`src/rtl/mfhd_pkg.sv`:
```
// Shared types, codes and constants of the MQTT fixed header deframer.
package mfhd_pkg;

   localparam int KIND_W   = 8;
   localparam int BYTE_W   = 8;
   localparam int LEN_W    = 28;
   localparam int TOTAL_W  = 29;
   localparam int COUNT_W  = 3;
   localparam int ERR_W    = 2;
   localparam int CSR_W    = 32;
   localparam int ADDR_W   = 3;

   localparam int QUEUE_DEPTH_DEFAULT = 2;

   localparam logic [TOTAL_W-1:0] SIZE_SLACK        = 29'h0001_0000;
   localparam logic [TOTAL_W-1:0] FIRST_LIMIT_RESET = 29'h0001_0000;
   localparam logic [LEN_W-1:0]   MAX_SIZE_RESET    = '0;
   localparam logic [COUNT_W-1:0] LEN_BYTES_MAX     = 3'd4;

   // Register indexes, taken from paddr[2].
   localparam logic REG_MAX_MESSAGE_SIZE  = 1'b0;
   localparam logic REG_FIRST_FRAME_LIMIT = 1'b1;

   localparam logic [ERR_W-1:0] ERR_NONE      = 2'd0;
   localparam logic [ERR_W-1:0] ERR_LEN_LONG  = 2'd1;
   localparam logic [ERR_W-1:0] ERR_TOO_BIG   = 2'd2;
   localparam logic [ERR_W-1:0] ERR_FIRST_BIG = 2'd3;

   typedef enum logic [1:0] {
      PH_IDLE   = 2'd0,
      PH_LEN    = 2'd1,
      PH_PAY    = 2'd2,
      PH_CLOSED = 2'd3
   } phase_type;

   typedef struct packed {
      logic [KIND_W-1:0]  frame_kind;
      logic [BYTE_W-1:0]  data_byte;
      logic               has_data;
      logic               frame_first;
      logic               frame_last;
      logic [TOTAL_W-1:0] total_length;
      logic [ERR_W-1:0]   error_code;
   } result_type;

   typedef struct packed {
      logic      push;
      phase_type phase;
   } front_status_type;

endpackage

```
`src/rtl/mfhd_front.sv`:
```
// Front end: parses the byte stream and turns payload bytes, empty frames and errors into result records.
module mfhd_front
   import mfhd_pkg::*;
(
   input  logic                clock,
   input  logic                reset,
   input  logic                accept,
   input  logic [BYTE_W-1:0]   in_byte,
   input  logic [LEN_W-1:0]    max_message_size,
   input  logic [TOTAL_W-1:0]  first_frame_limit,
   output front_status_type    status,
   output result_type          record
);

   phase_type          phase_ff, phase_in;
   logic [KIND_W-1:0]  kind_ff, kind_in;
   logic [LEN_W-1:0]   acc_ff, acc_in;
   logic [COUNT_W-1:0] count_ff, count_in;
   logic [LEN_W-1:0]   remain_ff, remain_in;
   logic               started_ff, started_in;
   logic               past_first_ff, past_first_in;
   logic [TOTAL_W-1:0] total_ff, total_in;

   logic [LEN_W-1:0]   len_acc;
   logic [COUNT_W-1:0] len_count;
   logic [TOTAL_W-1:0] len_total;
   logic [TOTAL_W-1:0] size_limit;
   logic               too_big;
   logic               first_big;
   logic               push;

   // Seven value bits per length byte, least significant group first.
   always_comb begin
      unique case (count_ff[1:0])
         2'd0:    len_acc = acc_ff | {21'd0, in_byte[6:0]};
         2'd1:    len_acc = acc_ff | {14'd0, in_byte[6:0], 7'd0};
         2'd2:    len_acc = acc_ff | {7'd0, in_byte[6:0], 14'd0};
         default: len_acc = acc_ff | {in_byte[6:0], 21'd0};
      endcase
   end

   assign len_count  = count_ff + 3'd1;
   assign len_total  = {1'b0, len_acc} + TOTAL_W'(1) + {{(TOTAL_W-COUNT_W){1'b0}}, len_count};
   assign size_limit = {1'b0, max_message_size} + SIZE_SLACK;
   assign too_big    = (max_message_size != '0) && !(len_total < size_limit);
   assign first_big  = !(len_total < first_frame_limit);

   always_comb begin
      phase_in      = phase_ff;
      kind_in       = kind_ff;
      acc_in        = acc_ff;
      count_in      = count_ff;
      remain_in     = remain_ff;
      started_in    = started_ff;
      past_first_in = past_first_ff;
      total_in      = total_ff;
      push          = 1'b0;

      record.frame_kind   = kind_ff;
      record.data_byte    = '0;
      record.has_data     = 1'b0;
      record.frame_first  = 1'b0;
      record.frame_last   = 1'b0;
      record.total_length = '0;
      record.error_code   = ERR_NONE;

      if (accept) begin
         unique case (phase_ff)
            PH_IDLE: begin
               kind_in    = in_byte;
               acc_in     = '0;
               count_in   = '0;
               remain_in  = '0;
               started_in = 1'b0;
               phase_in   = PH_LEN;
            end
            PH_LEN: begin
               acc_in   = len_acc;
               count_in = len_count;
               total_in = len_total;
               if (in_byte[7]) begin
                  if (len_count >= LEN_BYTES_MAX) begin
                     phase_in          = PH_CLOSED;
                     push              = 1'b1;
                     record.error_code = ERR_LEN_LONG;
                  end
               end else if (past_first_ff ? too_big : first_big) begin
                  phase_in            = PH_CLOSED;
                  push                = 1'b1;
                  record.total_length = len_total;
                  record.error_code   = past_first_ff ? ERR_TOO_BIG : ERR_FIRST_BIG;
               end else if (len_acc == '0) begin
                  phase_in            = PH_IDLE;
                  past_first_in       = 1'b1;
                  push                = 1'b1;
                  record.frame_first  = 1'b1;
                  record.frame_last   = 1'b1;
                  record.total_length = len_total;
               end else begin
                  remain_in  = len_acc;
                  started_in = 1'b0;
                  phase_in   = PH_PAY;
               end
            end
            PH_PAY: begin
               push                = 1'b1;
               record.data_byte    = in_byte;
               record.has_data     = 1'b1;
               record.frame_first  = !started_ff;
               record.frame_last   = (remain_ff <= LEN_W'(1));
               record.total_length = total_ff;
               started_in          = 1'b1;
               if (remain_ff <= LEN_W'(1)) begin
                  remain_in     = '0;
                  phase_in      = PH_IDLE;
                  past_first_in = 1'b1;
               end else begin
                  remain_in = remain_ff - LEN_W'(1);
               end
            end
            default: begin
               // Closed: bytes are swallowed until reset.
            end
         endcase
      end
   end

   assign status.push  = push;
   assign status.phase = phase_ff;

   always_ff @(posedge clock) begin
      if (reset) begin
         phase_ff      <= PH_IDLE;
         count_ff      <= '0;
         started_ff    <= 1'b0;
         past_first_ff <= 1'b0;
      end else begin
         phase_ff      <= phase_in;
         count_ff      <= count_in;
         started_ff    <= started_in;
         past_first_ff <= past_first_in;
      end
   end

   always_ff @(posedge clock) begin
      kind_ff   <= kind_in;
      acc_ff    <= acc_in;
      remain_ff <= remain_in;
      total_ff  <= total_in;
   end

endmodule

```
`src/rtl/mfhd_queue.sv`:
```
// Short queue of result records between the parser and the output stage.
module mfhd_queue
   import mfhd_pkg::*;
#(
   parameter int DEPTH = QUEUE_DEPTH_DEFAULT
) (
   input  logic                         clock,
   input  logic                         reset,
   input  logic                         push,
   input  result_type                   push_data,
   input  logic                         pop,
   output logic                         not_empty,
   output logic                         full,
   output logic [$clog2(DEPTH+1)-1:0]   count,
   output result_type                   head
);

   localparam int PTR_W = (DEPTH > 1) ? $clog2(DEPTH) : 1;
   localparam int CNT_W = $clog2(DEPTH+1);

   result_type           entry_ff [DEPTH];
   logic [PTR_W-1:0]     wr_ptr_ff, wr_ptr_in;
   logic [PTR_W-1:0]     rd_ptr_ff, rd_ptr_in;
   logic [CNT_W-1:0]     count_ff, count_in;
   logic                 do_push;
   logic                 do_pop;

   assign do_push = push && (count_ff != CNT_W'(DEPTH));
   assign do_pop  = pop && (count_ff != '0);

   always_comb begin
      wr_ptr_in = wr_ptr_ff;
      rd_ptr_in = rd_ptr_ff;
      count_in  = count_ff;
      if (do_push) begin
         wr_ptr_in = (wr_ptr_ff == PTR_W'(DEPTH-1)) ? '0 : wr_ptr_ff + PTR_W'(1);
      end
      if (do_pop) begin
         rd_ptr_in = (rd_ptr_ff == PTR_W'(DEPTH-1)) ? '0 : rd_ptr_ff + PTR_W'(1);
      end
      if (do_push && !do_pop) begin
         count_in = count_ff + CNT_W'(1);
      end else if (do_pop && !do_push) begin
         count_in = count_ff - CNT_W'(1);
      end
   end

   always_ff @(posedge clock) begin
      if (reset) begin
         wr_ptr_ff <= '0;
         rd_ptr_ff <= '0;
         count_ff  <= '0;
      end else begin
         wr_ptr_ff <= wr_ptr_in;
         rd_ptr_ff <= rd_ptr_in;
         count_ff  <= count_in;
      end
   end

   always_ff @(posedge clock) begin
      if (do_push) begin
         entry_ff[wr_ptr_ff] <= push_data;
      end
   end

   assign head      = entry_ff[rd_ptr_ff];
   assign not_empty = (count_ff != '0);
   assign full      = (count_ff == CNT_W'(DEPTH));
   assign count     = count_ff;

endmodule

```
`src/rtl/mfhd_back.sv`:
```
// Back end: output register that drains the queue onto the result channel.
module mfhd_back
   import mfhd_pkg::*;
(
   input  logic       clock,
   input  logic       reset,
   input  logic       q_not_empty,
   input  result_type q_head,
   output logic       q_pop,
   input  logic       rsp_stall,
   output logic       rsp_valid,
   output result_type rsp_data
);

   logic       valid_ff, valid_in;
   result_type data_ff;
   logic       load;

   // Refill whenever the register is empty or its beat is taken this cycle.
   assign load     = q_not_empty && (!valid_ff || !rsp_stall);
   assign q_pop    = load;
   assign valid_in = load || (valid_ff && rsp_stall);

   always_ff @(posedge clock) begin
      if (reset) begin
         valid_ff <= 1'b0;
      end else begin
         valid_ff <= valid_in;
      end
   end

   always_ff @(posedge clock) begin
      if (load) begin
         data_ff <= q_head;
      end
   end

   assign rsp_valid = valid_ff;
   assign rsp_data  = data_ff;

endmodule

```
`src/rtl/mqtt_fixed_header_deframer.sv`:
```
// MQTT fixed header deframer: one stream byte per beat in, at most one result per byte out.
// Throughput: one byte per cycle while req_stall is low; the parser handles each byte combinationally.
// A result is registered in the queue and then in the output register before it is offered
// on the result channel, where rsp_stall can hold it.
// req_stall rises only while the result queue is full, i.e. when the output side stalls.
// Reset (synchronous, active high) returns the parser to waiting for a command byte,
// empties the queue and output register, and reloads the two limit registers.
module mqtt_fixed_header_deframer
   import mfhd_pkg::*;
#(
   parameter int QUEUE_DEPTH = QUEUE_DEPTH_DEFAULT
) (
   input  logic                clock,
   input  logic                reset,

   input  logic                req_valid,
   output logic                req_stall,
   input  logic [BYTE_W-1:0]   req_in_byte,

   output logic                rsp_valid,
   input  logic                rsp_stall,
   output logic [KIND_W-1:0]   rsp_frame_kind,
   output logic [BYTE_W-1:0]   rsp_data_byte,
   output logic                rsp_has_data,
   output logic                rsp_frame_first,
   output logic                rsp_frame_last,
   output logic [TOTAL_W-1:0]  rsp_total_length,
   output logic [ERR_W-1:0]    rsp_error_code,

   input  logic                psel,
   input  logic                penable,
   input  logic                pwrite,
   input  logic [ADDR_W-1:0]   paddr,
   input  logic [CSR_W-1:0]    pwdata,
   output logic [CSR_W-1:0]    prdata,
   output logic                pready
);

   logic [LEN_W-1:0]   max_size_ff;
   logic [TOTAL_W-1:0] first_limit_ff;
   logic               csr_write;

   front_status_type   front_status;
   result_type         front_record;
   logic               req_accept;

   logic                             q_not_empty;
   logic                             q_full;
   logic [$clog2(QUEUE_DEPTH+1)-1:0] q_count;
   result_type                       q_head;
   logic                             q_pop;
   result_type                       rsp_data;

   assign pready    = 1'b1;
   assign csr_write = psel && penable && pwrite && pready;

   always_ff @(posedge clock) begin
      if (reset) begin
         max_size_ff    <= MAX_SIZE_RESET;
         first_limit_ff <= FIRST_LIMIT_RESET;
      end else if (csr_write) begin
         unique case (paddr[2])
            REG_MAX_MESSAGE_SIZE:  max_size_ff    <= pwdata[LEN_W-1:0];
            REG_FIRST_FRAME_LIMIT: first_limit_ff <= pwdata[TOTAL_W-1:0];
            default: ;
         endcase
      end
   end

   always_comb begin
      unique case (paddr[2])
         REG_MAX_MESSAGE_SIZE:  prdata = {{(CSR_W-LEN_W){1'b0}}, max_size_ff};
         REG_FIRST_FRAME_LIMIT: prdata = {{(CSR_W-TOTAL_W){1'b0}}, first_limit_ff};
         default:               prdata = '0;
      endcase
   end

   assign req_stall  = q_full;
   assign req_accept = req_valid && !req_stall;

   mfhd_front u_front (
      .clock             (clock),
      .reset             (reset),
      .accept            (req_accept),
      .in_byte           (req_in_byte),
      .max_message_size  (max_size_ff),
      .first_frame_limit (first_limit_ff),
      .status            (front_status),
      .record            (front_record)
   );

   mfhd_queue #(
      .DEPTH (QUEUE_DEPTH)
   ) u_queue (
      .clock     (clock),
      .reset     (reset),
      .push      (front_status.push),
      .push_data (front_record),
      .pop       (q_pop),
      .not_empty (q_not_empty),
      .full      (q_full),
      .count     (q_count),
      .head      (q_head)
   );

   mfhd_back u_back (
      .clock       (clock),
      .reset       (reset),
      .q_not_empty (q_not_empty),
      .q_head      (q_head),
      .q_pop       (q_pop),
      .rsp_stall   (rsp_stall),
      .rsp_valid   (rsp_valid),
      .rsp_data    (rsp_data)
   );

   assign rsp_frame_kind   = rsp_data.frame_kind;
   assign rsp_data_byte    = rsp_data.data_byte;
   assign rsp_has_data     = rsp_data.has_data;
   assign rsp_frame_first  = rsp_data.frame_first;
   assign rsp_frame_last   = rsp_data.frame_last;
   assign rsp_total_length = rsp_data.total_length;
   assign rsp_error_code   = rsp_data.error_code;

   // Once closed, the parser never produces another record.
   assert property (@(posedge clock) disable iff (reset)
      (front_status.phase == PH_CLOSED) |-> !front_status.push)
      else $error("record pushed after the stream was closed");

   // An error record always closes the stream.
   assert property (@(posedge clock) disable iff (reset)
      (front_status.push && (front_record.error_code != ERR_NONE))
         |=> (front_status.phase == PH_CLOSED))
      else $error("error reported but parser did not close");

   // A record is never offered to a full queue.
   assert property (@(posedge clock) disable iff (reset)
      front_status.push |-> !q_full)
      else $error("record pushed into a full queue");

   // Queue occupancy stays within its depth.
   assert property (@(posedge clock) disable iff (reset)
      q_count <= ($clog2(QUEUE_DEPTH+1))'(QUEUE_DEPTH))
      else $error("queue count beyond depth");

endmodule
```
`config.mk`:
```
export PLATFORM = sky130hd
export DESIGN_NAME = mqtt_fixed_header_deframer
export DESIGN_NICKNAME = d
export VERILOG_FILES = /design/src/rtl/mfhd_pkg.sv /design/src/rtl/mfhd_front.sv /design/src/rtl/mfhd_queue.sv /design/src/rtl/mfhd_back.sv /design/src/rtl/mqtt_fixed_header_deframer.sv
export SDC_FILE = /design/constraint.sdc
export NUM_CORES = 1
export LEC_CHECK = 0
export BUFFER_PORTS_ARGS = -buffer_cell sky130_fd_sc_hd__buf_4
export CORE_MARGIN = 1.5
export CORE_UTILIZATION = 35
export CTS_CLUSTER_SIZE = 40
export DETAILED_ROUTE_END_ITERATION = 10
export PLACE_DENSITY = 0.58
export SYNTH_ARGS = -nofsm -noshare
export SYNTH_HDL_FRONTEND = slang
export SYNTH_SLANG_ARGS = --single-unit
```
`constraint.sdc`:
```
create_clock -name clock -period 7.9 [get_ports clock]
set_input_delay 0.79 -clock clock [delete_from_list [all_inputs] [get_ports clock]]
set_output_delay 0.79 -clock clock [all_outputs]
set_load 0.02 [all_outputs]
```
==> run metrics <==
status complete, no violations; DP HPWL 29.6 mm; min-delay worst type flip-flop to flip-flop; Port Buffers 125; share of cells above drive strength 1 0.188; routed vias 11200; leading area contributor after synthesis edfxtp_1; Place WS 871 ps; total track usage 0.176; Hold WS 444 ps; Top FF cell, synth edfxtp_1; Antenna diodes 0; filler cell count in the final layout 4248; Reg-to-Reg End u_queue.count[1]$_SDFFE_PP0P_; grt ovf 0; Post-DRT Antenna Nets 0; CP bufs+invs 2; clock buffer depth 3; VDD IR max 0.134 mV; clock transition at the registers of the reported paths 60 ps; Hold Crit Depth 0; setup_tns 0 ps; GR Util met3 0.0295; max cap viols 0; Worst-Skew Late Latency 530 ps; Post-Route WL 41.0 mm; met2 GRT Util 0.274; warning count from the yosys run 0; Worst Hold End u_queue.entry_ff[1][49]$_DFFE_PP_; Comb pwr share 0.298; Initial Utilization 0.354; syn avg cell area 10.8 µm²; post-DR vias/cell 5.13; final setup violation count 0; internal cell power 3.76 mW; total core area 0.0441 mm²; most crowded layer after global routing met2; chip height 214 µm; Reg2Reg Depth 28; flop-to-flop setup slack 810 ps; part of the cycle the worst path needs 0.897; Max Clk Rate 141 MHz; Final min period 7090 ps; Synth Register Bits 312; EDFF count, synth 243; Pwr Density 305 mW/mm²; vias in the first global route 11000; P_leak 6.74 nW; Starting DRT DRC Count 920; final hold vios 0; Layout Area Growth over Synthesis 18.6%; Pre-antenna DRT Iters 5; Clock Power Share 0.305; synth top area cells edfxtp_1, dfxtp_1, ha_1, nand2_1, mux2_2; ys async rst share 0; Mapped Area 0.0156 mm²; gpl congestion 0.888; DP Area 0.0173 mm²; cell count after synthesis 1442; sequential-to-total area share from yosys stat 0.556; Final Slew Violations 0; CTS buffer count 37; RR Startpoint u_front.count_ff[0]$_SDFFE_PP0P_; CP dominant cell by count ha_1; DP Cell Count 2126; Net Sw Frac 0.332; worst setup margin 813 ps; first-pass GRT wire length 63.5 mm; synth unique cells 81; Post CTS Setup Buffer Count 0; sw power 1.87 mW; # rows 77; register area 0.00868 mm²; Top delay family on crit path simple AND/OR/NAND/NOR gates; Residual DRC 0; CTS H-tree lvls 2; HP Start u_front.kind_ff[7]$_DFFE_PP_; Worst Path Max Fanout 26; CP required 8350 ps; post-cts gate resize count 0; initial antenna violation count 0; footprint of the multi-input gates 0.00629 mm²; Worst Skew 18.0 ps; CTS sink cnt 312; Pwr Total 5.64 mW; CTS root buffer clkbuf_16; RSZ-0062 raised after global routing false; final core occ 0.420; Max stage delay cell, worst path fa_1; I/O pins 135; Final Cell Area 0.0185 mm²; Critical Path Sink Type flip-flop; top-area cell type share of the netlist area 0.467; per-cell routed wire length 18.7 µm; max_slew headroom 0.150; largest net degree at the start of global routing 75; met1 Track Usage GR 0.251; CTS tree yes; Flop pwr share 0.397; WP data arrival 7540 ps; net count reported at finish 1695; CP Class flip-flop to flip-flop; final non-filler cell total 2192; Die Width 214 µm; worst slew pin tran 1280 ps; # hold bufs at CTS 0; die area 0.0459 mm²; CP peak stage delay 410 ps; CP startpoint kind flip-flop
## cells by family (layout without fill, tap and decap cells)
| logic type | count (synthesis) | after routing | share of synthesized area |
|---|---|---|---|
| other cells | 2 | 4 | 0.000481 |
| flops | 312 | 312 | 0.556 |
| fa+ha+maj | 73 | 73 | 0.0589 |
| xor+xnor | 53 | 53 | 0.0297 |
| buf+inv | 174 | 330 | 0.0447 |
| compound gates | 291 | 291 | 0.117 |
| simple gates | 474 | 474 | 0.148 |
| mux | 63 | 63 | 0.0453 |
## registers in the layout, summed over array words and instances, names as in the netlist, 3 cells and up
register / cells
u_front.count_ff: 3
u_front.total_ff: 29
u_front.acc_ff: 28
first_limit_ff: 29
u_queue.entry_ff: 100
u_back.rsp_data: 50
u_front.kind_ff: 8
max_size_ff: 28
u_front.remain_ff: 28
## Yosys cell counts, types with 34 or more instances
cell and number:
a21oi_1 112, clkbuf_1 38, dfxtp_1 69, edfxtp_1 243, ha_1 71, inv_1 111, mux2_2 61, nand2_1 196
nor2_1 92, o21ai_0 41, o22ai_1 34, xnor2_1 34
## worst reg2reg max path: cells and delay by family, from the launching register on
kind                     cells  cell delay [ps]
AO/OA/AOI/OAI                6             1320
adder cells (fa/ha/maj)      5             1630
flip-flops                   1              400
AND/OR/NAND/NOR             14             3100
XOR/XNOR                     1              150
buffers and inverters        2              400
## cell usage in the layout (no fill, tap or decap), types with 34 or more instances in the layout
cell / synthesis / final
buf_4: 5 / 149
mux2_2: 61 / 61
o22ai_1: 34 / 34
clkbuf_16: 0 / 38
nor2_1: 92 / 91
ha_1: 71 / 71
edfxtp_1: 243 / 243
a21oi_1: 112 / 111
inv_1: 111 / 110
o21ai_0: 41 / 41
nand2_1: 196 / 196
dfxtp_1: 69 / 68
xnor2_1: 34 / 34
## power by group through the flow
stage / clock network, mW / registers [mW] / logic [mW]
after detailed placement: 0 / 2.27 / 1.68
after floorplan: 0 / 2.35 / 0.990
after CTS: 1.76 / 2.24 / 1.69
final: 1.72 / 2.24 / 1.68
after global placement: 0 / 2.27 / 1.65
after global routing: 1.83 / 2.27 / 1.84
## layer usage
layer | routed length (µm) | share of wire
met1 | 19300 | 0.47
met2 | 18500 | 0.45
met3 | 2110 | 0.052
met4 | 1050 | 0.026
met5 | 0 | 0
## worst max-delay path by stage
stage | depth (start not counted) | end | start | slack (ps)
after global routing | 28 | u_queue.count[1]$_SDFFE_PP0P_ | u_front.count_ff[0]$_SDFFE_PP0P_ | 330
final | 28 | u_queue.count[1]$_SDFFE_PP0P_ | u_front.count_ff[0]$_SDFFE_PP0P_ | 810
after CTS | 25 | u_queue.count[1]$_SDFFE_PP0P_ | u_front.count_ff[0]$_SDFFE_PP0P_ | 850
after floorplan | 28 | u_queue.entry_ff[0][0]$_DFFE_PP_ | u_front.count_ff[0]$_SDFFE_PP0P_ | 170
after global placement | 24 | u_queue.count[1]$_SDFFE_PP0P_ | req_in_byte[0] | 890
after detailed placement | 24 | u_queue.count[1]$_SDFFE_PP0P_ | req_in_byte[0] | 870
## cell type report
type | instances | share of cell area
flip-flops and latches | 312 | 0.469
multi-input cells | 958 | 0.339
repair buffers | 151 | 0.0626
clock buffers | 44 | 0.0531
well taps | 592 | 0.0400
inverters | 113 | 0.0229
clock inverters | 22 | 0.0132
(Power assumes the default switching activity.)
